`src/sv/chfa_pkg.sv`:
```
// ----------------------------------------------------------------------------
// chfa_pkg: shared types and constants for the compass heading block
// Fixed-point formats, the CORDIC arctangent table and the heading limits.
// ----------------------------------------------------------------------------
`timescale 1ns / 1ps
`default_nettype none

package chfa_pkg;

    // payload field types
    typedef logic signed [15:0] t_reading;
    typedef logic        [14:0] t_heading;
    typedef logic signed [14:0] t_decl;

    // internal datapath types
    // axis: reading scaled by 2^16 plus headroom for the CORDIC gain
    typedef logic signed [34:0] t_axis;
    // angle in 2^-16 degree, covers -180..+280 degrees before the wrap
    typedef logic signed [25:0] t_angle;
    // rounded angle in 1/64 degree
    typedef logic signed [15:0] t_qangle;
    // heading sum before wrapping
    typedef logic signed [16:0] t_hsum;

    localparam int MAX_ITER = 24;

    localparam t_angle DEG_180    = 26'sd11796480;
    localparam t_angle DEG_360    = 26'sd23592960;
    localparam t_angle ROUND_HALF = 26'sd512;

    localparam t_decl DECL_LIMIT_P = 15'sd11520;
    localparam t_decl DECL_LIMIT_N = -15'sd11520;

    localparam t_hsum FULL_TURN = 17'sd23040;
    localparam t_hsum HSUM_ZERO = 17'sd0;

    // atan(2^-i) in 2^-16 degree, rounded to nearest
    localparam t_angle ATAN_TABLE [0:MAX_ITER-1] = '{
        26'sd2949120, 26'sd1740967, 26'sd919879, 26'sd466945,
        26'sd234379,  26'sd117304,  26'sd58666,  26'sd29335,
        26'sd14668,   26'sd7334,    26'sd3667,   26'sd1833,
        26'sd917,     26'sd458,     26'sd229,    26'sd115,
        26'sd57,      26'sd29,      26'sd14,     26'sd7,
        26'sd4,       26'sd2,       26'sd1,      26'sd0
    };

endpackage

`default_nettype wire

```
`src/sv/chfa_axes_if.sv`:
```
// ----------------------------------------------------------------------------
// chfa_axes_if: input channel carrying one X/Y reading pair per beat
// Valid/ready handshake; a beat moves when valid and ready are both high.
// ----------------------------------------------------------------------------
`timescale 1ns / 1ps
`default_nettype none

interface chfa_axes_if;
    logic                valid;
    logic                ready;
    chfa_pkg::t_reading  x_reading;
    chfa_pkg::t_reading  y_reading;

    modport source (output valid, output x_reading, output y_reading, input ready);
    modport sink   (input valid, input x_reading, input y_reading, output ready);
endinterface

`default_nettype wire

```
`src/sv/chfa_heading_if.sv`:
```
// ----------------------------------------------------------------------------
// chfa_heading_if: output channel carrying one heading per beat
// Valid/ready handshake; a beat moves when valid and ready are both high.
// ----------------------------------------------------------------------------
`timescale 1ns / 1ps
`default_nettype none

interface chfa_heading_if;
    logic                valid;
    logic                ready;
    chfa_pkg::t_heading  heading;

    modport source (output valid, output heading, input ready);
    modport sink   (input valid, input heading, output ready);
endinterface

`default_nettype wire

```
`src/sv/compass_heading_from_axes.sv`:
```
// ----------------------------------------------------------------------------
// compass_heading_from_axes: magnetometer heading by pipelined CORDIC atan2
// Vectoring CORDIC on the X/Y readings, rounding to 1/64 degree, declination
// add and wrap into 0..360 degrees.
//
//   channel      dir   payload                       handshake
//   i_axes       in    x_reading, y_reading (s16)    valid / ready
//   o_heading    out   heading (u15, 1/64 deg)       valid / ready
//   cfg          in    i_cfg_wdata (s15 declination) i_cfg_we
//
// one beat per cycle sustained while the output is not stalled; the stages are:
// one prep stage, one register per CORDIC micro-rotation, round, heading.
// each stage holds its own valid and advances when empty or when the stage
// after it moves, so bubbles collapse and a stall loses nothing.
// synchronous active-low reset clears valids and sets declination to 0.
// ----------------------------------------------------------------------------
`timescale 1ns / 1ps
`default_nettype none

module compass_heading_from_axes #(
    parameter int ITERATIONS = 16
) (
    input  logic                i_clk,
    input  logic                i_rst_n,
    input  logic                i_cfg_we,
    input  chfa_pkg::t_decl     i_cfg_wdata,
    chfa_axes_if.sink           i_axes,
    chfa_heading_if.source      o_heading
);
    import chfa_pkg::*;

    localparam int N    = (ITERATIONS > MAX_ITER) ? MAX_ITER : ITERATIONS;
    localparam int LAST = N + 2;

    // declination register, saturated on write
    t_decl r_decl;

    always_ff @(posedge i_clk) begin
        if (!i_rst_n) begin
            r_decl <= '0;
        end else if (i_cfg_we) begin
            if (i_cfg_wdata > DECL_LIMIT_P) begin
                r_decl <= DECL_LIMIT_P;
            end else if (i_cfg_wdata < DECL_LIMIT_N) begin
                r_decl <= DECL_LIMIT_N;
            end else begin
                r_decl <= i_cfg_wdata;
            end
        end
    end

    // per-stage valids and advance enables
    logic [LAST:0] r_v;
    logic [LAST:0] adv;

    assign adv[LAST] = !r_v[LAST] || o_heading.ready;

    genvar g;
    generate
        for (g = 0; g < LAST; g++) begin : g_adv
            assign adv[g] = !r_v[g] || adv[g+1];
        end
    endgenerate

    assign i_axes.ready = adv[0];

    always_ff @(posedge i_clk) begin
        if (!i_rst_n) begin
            r_v <= '0;
        end else begin
            if (adv[0]) begin
                r_v[0] <= i_axes.valid;
            end
            for (int k = 1; k <= LAST; k++) begin
                if (adv[k]) begin
                    r_v[k] <= r_v[k-1];
                end
            end
        end
    end

    // cordic datapath registers
    t_axis  r_x  [0:N];
    t_axis  r_y  [0:N];
    t_angle r_z  [0:N];
    logic   r_zf [0:N];

    // prep: scale by 2^16, fold the left half plane onto the right
    t_axis  n_x0;
    t_axis  n_y0;
    t_angle n_z0;
    t_axis  w_xs;
    t_axis  w_ys;

    always_comb begin
        w_xs = {{3{i_axes.x_reading[15]}}, i_axes.x_reading, 16'h0000};
        w_ys = {{3{i_axes.y_reading[15]}}, i_axes.y_reading, 16'h0000};
        if (i_axes.x_reading[15]) begin
            n_x0 = -w_xs;
            n_y0 = -w_ys;
            n_z0 = DEG_180;
        end else begin
            n_x0 = w_xs;
            n_y0 = w_ys;
            n_z0 = '0;
        end
    end

    always_ff @(posedge i_clk) begin
        if (adv[0]) begin
            r_x[0]  <= n_x0;
            r_y[0]  <= n_y0;
            r_z[0]  <= n_z0;
            r_zf[0] <= (i_axes.x_reading == '0) && (i_axes.y_reading == '0);
        end
    end

    // one micro-rotation per stage
    generate
        for (g = 0; g < N; g++) begin : g_iter
            t_axis  w_dx;
            t_axis  w_dy;
            t_axis  n_x;
            t_axis  n_y;
            t_angle n_z;

            assign w_dx = r_y[g] >>> g;
            assign w_dy = r_x[g] >>> g;

            always_comb begin
                if (!r_y[g][34]) begin
                    n_x = r_x[g] + w_dx;
                    n_y = r_y[g] - w_dy;
                    n_z = r_z[g] + ATAN_TABLE[g];
                end else begin
                    n_x = r_x[g] - w_dx;
                    n_y = r_y[g] + w_dy;
                    n_z = r_z[g] - ATAN_TABLE[g];
                end
            end

            always_ff @(posedge i_clk) begin
                if (adv[g+1]) begin
                    r_x[g+1]  <= n_x;
                    r_y[g+1]  <= n_y;
                    r_z[g+1]  <= n_z;
                    r_zf[g+1] <= r_zf[g];
                end
            end
        end
    endgenerate

    // wrap into (-180, 180] and round to 1/64 degree, half up
    t_qangle r_q;
    t_angle  w_zw;
    t_angle  w_zr;

    always_comb begin
        w_zw = (r_z[N] > DEG_180) ? (r_z[N] - DEG_360) : r_z[N];
        w_zr = w_zw + ROUND_HALF;
    end

    always_ff @(posedge i_clk) begin
        if (adv[N+1]) begin
            r_q <= r_zf[N] ? '0 : w_zr[25:10];
        end
    end

    // add declination and wrap once into 0..360 degrees
    t_heading r_h;
    t_hsum    w_sum;
    t_hsum    n_h;

    always_comb begin
        w_sum = {r_q[15], r_q} + {{2{r_decl[14]}}, r_decl};
        if (w_sum < HSUM_ZERO) begin
            n_h = w_sum + FULL_TURN;
        end else if (w_sum > FULL_TURN) begin
            n_h = w_sum - FULL_TURN;
        end else begin
            n_h = w_sum;
        end
        if (n_h < HSUM_ZERO) begin
            n_h = HSUM_ZERO;
        end
    end

    always_ff @(posedge i_clk) begin
        if (adv[LAST]) begin
            r_h <= n_h[14:0];
        end
    end

    assign o_heading.valid   = r_v[LAST];
    assign o_heading.heading = r_h;

endmodule

`default_nettype wire

```
`src/flat_wrapper.sv`:
```
// flat-port wrapper written by rule: the top's interface ports become plain ports
module compass_heading_from_axes_flat import chfa_pkg::*;
#(
    parameter int ITERATIONS = 16
)
  (i_clk, i_rst_n, i_cfg_we, i_cfg_wdata, i_axes_valid, i_axes_x_reading, i_axes_y_reading, i_axes_ready, o_heading_valid, o_heading_heading, o_heading_ready);
  chfa_axes_if i_axes_i ();
  chfa_heading_if o_heading_i ();
  input  logic i_clk;
  input  logic i_rst_n;
  input  logic i_cfg_we;
  input  chfa_pkg::t_decl i_cfg_wdata;
  input wire logic [$bits(i_axes_i.valid)-1:0] i_axes_valid;
  input wire logic [$bits(i_axes_i.x_reading)-1:0] i_axes_x_reading;
  input wire logic [$bits(i_axes_i.y_reading)-1:0] i_axes_y_reading;
  output wire logic [$bits(i_axes_i.ready)-1:0] i_axes_ready;
  output wire logic [$bits(o_heading_i.valid)-1:0] o_heading_valid;
  output wire logic [$bits(o_heading_i.heading)-1:0] o_heading_heading;
  input wire logic [$bits(o_heading_i.ready)-1:0] o_heading_ready;
  assign i_axes_i.valid = i_axes_valid;
  assign i_axes_i.x_reading = i_axes_x_reading;
  assign i_axes_i.y_reading = i_axes_y_reading;
  assign i_axes_ready = i_axes_i.ready;
  assign o_heading_valid = o_heading_i.valid;
  assign o_heading_heading = o_heading_i.heading;
  assign o_heading_i.ready = o_heading_ready;
  compass_heading_from_axes #(.ITERATIONS(ITERATIONS)) u_core (.i_clk(i_clk), .i_rst_n(i_rst_n), .i_cfg_we(i_cfg_we), .i_cfg_wdata(i_cfg_wdata), .i_axes(i_axes_i), .o_heading(o_heading_i));
endmodule
```
`config.mk`:
```
export PLATFORM = sky130hd
export DESIGN_NAME = compass_heading_from_axes_flat
export DESIGN_NICKNAME = d
export VERILOG_FILES = /design/src/sv/chfa_pkg.sv /design/src/sv/chfa_axes_if.sv /design/src/sv/chfa_heading_if.sv /design/src/sv/compass_heading_from_axes.sv /design/src/flat_wrapper.sv
export SDC_FILE = /design/constraint.sdc
export NUM_CORES = 2
export LEC_CHECK = 0
export BUFFER_PORTS_ARGS = -buffer_cell sky130_fd_sc_hd__buf_2
export CORE_MARGIN = 4
export CORE_UTILIZATION = 59
export DETAILED_ROUTE_END_ITERATION = 8
export PLACE_DENSITY = 0.86
export SYNTH_ARGS = -nofsm -noshare
export SYNTH_HDL_FRONTEND = slang
export SYNTH_SLANG_ARGS = --single-unit
```
`constraint.sdc`:
```
create_clock -name i_clk -period 6.1 [get_ports i_clk]
set_input_delay 0.61 -clock i_clk [delete_from_list [all_inputs] [get_ports i_clk]]
set_output_delay 0.61 -clock i_clk [all_outputs]
set_load 0.005 [all_outputs]
```
==> report_table.html <==
<table>
<tr><th>Metric</th><th>Value</th></tr>
<tr><th colspan="2">Global route</th></tr>
<tr><td>Total grt overflow</td><td>0</td></tr>
<tr><td>Overall routing resource usage</td><td>28.3%</td></tr>
<tr><td>Global-route wire length before repair</td><td>441,000 um</td></tr>
<tr><td>Vias in the first global route</td><td>85,300</td></tr>
<tr><td>Initial antenna violation count</td><td>1</td></tr>
<tr><td>Pin count of the biggest net entering global routing</td><td>97</td></tr>
<tr><th colspan="2">Placement</th></tr>
<tr><td>Area after detailed placement</td><td>113,000 um2</td></tr>
<tr><td>Global placer's final weighted congestion</td><td>0.992</td></tr>
<tr><td>Count of buffers inserted at the top-level ports</td><td>68</td></tr>
<tr><td>Cell total after placement</td><td>13,900</td></tr>
<tr><td>Detailed placement HPWL</td><td>224,000 um</td></tr>
<tr><th colspan="2">Worst setup path</th></tr>
<tr><td>Sort of element at the end of the critical path</td><td>flop</td></tr>
<tr><td>CP Max Fanout</td><td>6</td></tr>
<tr><td>Sort of element at the start of the critical path</td><td>flop</td></tr>
<tr><td>Data required time at the worst endpoint</td><td>6.65 ns</td></tr>
<tr><td>Critical Path AT</td><td>6.10 ns</td></tr>
<tr><td>Critical path class</td><td>flop to flop</td></tr>
<tr><th colspan="2">CTS</th></tr>
<tr><td>Post-CTS clock slew at the launch and capture registers of the worst setup and hold paths</td><td>0.07 ns</td></tr>
<tr><td>Clock network latency to the later pin of the worst-skew pair</td><td>0.82 ns</td></tr>
<tr><td>CTS HTree Levels</td><td>4</td></tr>
<tr><td>Clk sinks</td><td>1,328</td></tr>
<tr><td>Clock tree from TritonCTS</td><td>yes</td></tr>
<tr><td>Count of cells resized by post-cts repair</td><td>0</td></tr>
<tr><td>Clk root buf</td><td>clkbuf_16</td></tr>
<tr><td>Worst-case clock buffer depth</td><td>3</td></tr>
<tr><td>Clock buffer count from CTS</td><td>152</td></tr>
<tr><th colspan="2">Flow run</th></tr>
<tr><td>Count of maximum capacitance violations</td><td>0</td></tr>
<tr><th colspan="2">Routing</th></tr>
<tr><td>Total via count in the routed design</td><td>87,800</td></tr>
<tr><td>Remaining antenna violation count</td><td>0</td></tr>
<tr><td>Violation count after the first detailed-routing iteration</td><td>6,583</td></tr>
<tr><td>Residual DRC count</td><td>0</td></tr>
<tr><td>Wirelength, routed</td><td>281,000 um</td></tr>
<tr><td>Vias per inst</td><td>6.19</td></tr>
<tr><td>Router iterations before antenna repair</td><td>8</td></tr>
<tr><td>Routed wire per std cell</td><td>19.8 um</td></tr>
<tr><th colspan="2">Synth</th></tr>
<tr><td>Number of distinct library cell variants in the gate-level netlist after synthesis</td><td>107</td></tr>
<tr><td>Area contributors post-synth</td><td>edfxtp_1 (36%), ha_1 (14%), xnor2_1 (9.0%)</td></tr>
<tr><td>Post-synth EDFFs</td><td>1,294</td></tr>
<tr><td>Number of warning messages in the yosys log</td><td>0</td></tr>
<tr><td>Synth Cell Area</td><td>109,000 um2</td></tr>
<tr><td>Number of synthesized register bits</td><td>1,328</td></tr>
<tr><td>Area share of the leading cell type in the synthesized netlist</td><td>35.6%</td></tr>
<tr><td>Sequential-to-total area share from yosys stat</td><td>36.2%</td></tr>
<tr><td>Cells after Synth</td><td>11,400</td></tr>
<tr><td>Mean Syn Cell Area</td><td>9.54 um2</td></tr>
<tr><td>Flip-flop cell with the highest count after synthesis</td><td>edfxtp_1</td></tr>
<tr><td>Cell taking the most area after synthesis</td><td>edfxtp_1</td></tr>
<tr><td>Share of synthesized flip-flops with an asynchronous set or reset</td><td>0%</td></tr>
<tr><th colspan="2">Final layout</th></tr>
<tr><td>Area taken by flip-flops and latches</td><td>39,500 um2</td></tr>
<tr><td>Final cell area excluding filler cells</td><td>118,000 um2</td></tr>
<tr><td>Multi-input combinational cell area</td><td>67,000 um2</td></tr>
<tr><td>Non-filler cells, final</td><td>14,200</td></tr>
<tr><td>Leading cell type in the layout, fill and taps excluded</td><td>edfxtp_1</td></tr>
<tr><td>Commonest cells after routing, fill and taps aside</td><td>edfxtp_1 (1,294), ha_1 (1,249), nor2_1 (1,199)</td></tr>
<tr><td>Layout overhead on the synthesized area</td><td>7.76%</td></tr>
<tr><td>Fill count</td><td>14,400</td></tr>
<tr><td>Fin nets</td><td>12,900</td></tr>
<tr><td>Share of cells above drive strength 1</td><td>4.39%</td></tr>
<tr><th colspan="2">Timing</th></tr>
<tr><td>Setup TNS</td><td>0 ns</td></tr>
<tr><td>Measured slew at the worst slew-check pin</td><td>1.19 ns</td></tr>
<tr><td>Max Freq</td><td>180 MHz</td></tr>
<tr><td>Count of final hold-check violations</td><td>0</td></tr>
<tr><td>Final Max Slew Viols</td><td>0</td></tr>
<tr><td>Minimum period implied by the final worst setup slack</td><td>5.55 ns</td></tr>
<tr><td>Setup repair after global routing missed its margin</td><td>no</td></tr>
<tr><td>Final hold slack</td><td>0.0770 ns</td></tr>
<tr><td>Endpoints failing setup</td><td>0</td></tr>
<tr><td>Post-route clock period utilization</td><td>91.0%</td></tr>
<tr><td>Clock Skews</td><td>0.0324 ns</td></tr>
<tr><td>Tightest slew margin relative to the limit</td><td>20.8%</td></tr>
<tr><th colspan="2">Die</th></tr>
<tr><td>Number of placed I/O pins</td><td>69</td></tr>
<tr><td>Area of the core</td><td>183,000 um2</td></tr>
<tr><td>Initial standard-cell utilization of the core</td><td>59.5%</td></tr>
<tr><td>Total Die Area</td><td>192,000 um2</td></tr>
<tr><td>Rows</td><td>157</td></tr>
<tr><td>Die height</td><td>438 um</td></tr>
<tr><td>Die Wd</td><td>438 um</td></tr>
<tr><th colspan="2">Worst hold path</th></tr>
<tr><td>Worst min-delay path category</td><td>primary input to flop</td></tr>
<tr><th colspan="2">Status</th></tr>
<tr><td>Result of the run</td><td>complete, no violations</td></tr>
</table>
-- timing repair --
item / in CTS / in global routing
setup buffers: 0 / 0
endpoints found under the setup margin: 0 / 0
hold buffers: 2 / 0
endpoints found under the hold margin: 2 / 0
-- logic make-up (layout without fill, tap and decap cells) --
| family | count (synthesis) | after routing | synth area share, % |
|---|---|---|---|
| AO/OA/AOI/OAI | 3168 | 3168 | 18.4 |
| XOR/XNOR | 1662 | 1662 | 13.3 |
| adder cells (fa/ha/maj) | 1281 | 1281 | 14.9 |
| buffers and inverters | 725 | 997 | 2.50 |
| flip-flops | 1328 | 1328 | 36.2 |
| multiplexers | 53 | 53 | 0.517 |
| other | 1 | 4 | 0.00343 |
| AND/OR/NAND/NOR | 3229 | 3229 | 14.1 |
-- Yosys cell counts (75+ instances only) --
master and number:
a31oi_1 116, o21ai_0 490, xor2_1 539, nor2_1 1199, nand2b_1 168, a21o_1 406
nor4_1 84, o21bai_1 166, nor2b_1 171, and3_1 104, nand2_1 552, xnor2_1 1123
ha_1 1249, a21oi_1 1177, nand3_1 171, o21a_1 190, and2_1 75, clkbuf_1 125
inv_1 573, nor3_1 377, or3_1 76, edfxtp_1 1294
-- metal layers --
layer | track usage [%] | wire (um)
met1 | 31.5 | 106000
met2 | 51.6 | 143000
met3 | 3.25 | 14000
met4 | 16.9 | 18500
met5 | 0 | 0
-- final timing paths --
check / start / endpoint / slack [ns] / cells past startpoint
setup / recovery: u_core.r_x[0][474]$_DFFE_PP_ / u_core.r_y[0][524]$_DFFE_PP_ / 0.55 / 16
hold / removal: i_cfg_wdata[8] / u_core.r_decl[8]$_SDFFE_PN0P_ / 0.08 / 3
hold reg to reg: u_core.r_z[0][209]$_DFFE_PP_ / u_core.r_z[0][235]$_DFFE_PP_ / 0.42 / 0
setup reg to reg: u_core.r_x[0][474]$_DFFE_PP_ / u_core.r_y[0][524]$_DFFE_PP_ / 0.55 / 16
-- area by class of cell --
class / instances / share of cell area (%)
diodes: 1 / 0.00213
repair buffers: 143 / 0.783
inverters: 578 / 1.85
flip-flops and latches: 1328 / 33.6
clock buffers: 181 / 3.38
clock inverters: 95 / 0.854
well taps: 2464 / 2.62
multi-input cells: 9396 / 56.9
-- flip-flops by register name (all words and copies together), names as in the netlist --
signal / flops
u_core.r_q: 16
u_core.r_v: 19
u_core.o_heading.heading: 15
u_core.r_decl: 15
u_core.r_z: 369
u_core.r_x: 430
u_core.r_zf: 17
u_core.r_y: 447
-- worst max-delay path: stages (launching register included) --
cell       delay [ns]
edfxtp_1         0.48
or4_1            0.56
nor3b_1          0.53
a21oi_1          0.17
xor2_1           0.17
ha_1             0.36
a21o_1           0.21
a21o_1           0.17
a21oi_1          0.21
o21ai_0          0.19
or3_1            0.36
o22ai_2          0.29
nor3_1           0.12
a2111oi_0        0.80
a21oi_1          0.22
a211oi_1         0.35
xnor2_1          0.10
-- stage by stage --
stage	setup slack (ns)	utilization (%)
after detailed placement	0.795	61.4
after floorplan	-0.00517	-
after global routing	0.175	64.1
final	0.548	64.1
after CTS	0.487	64.1
after global placement	0.724	61.4
Power is not shown: default switching activity piles up to over one toggle a cycle in this logic, so the estimate is an artifact.
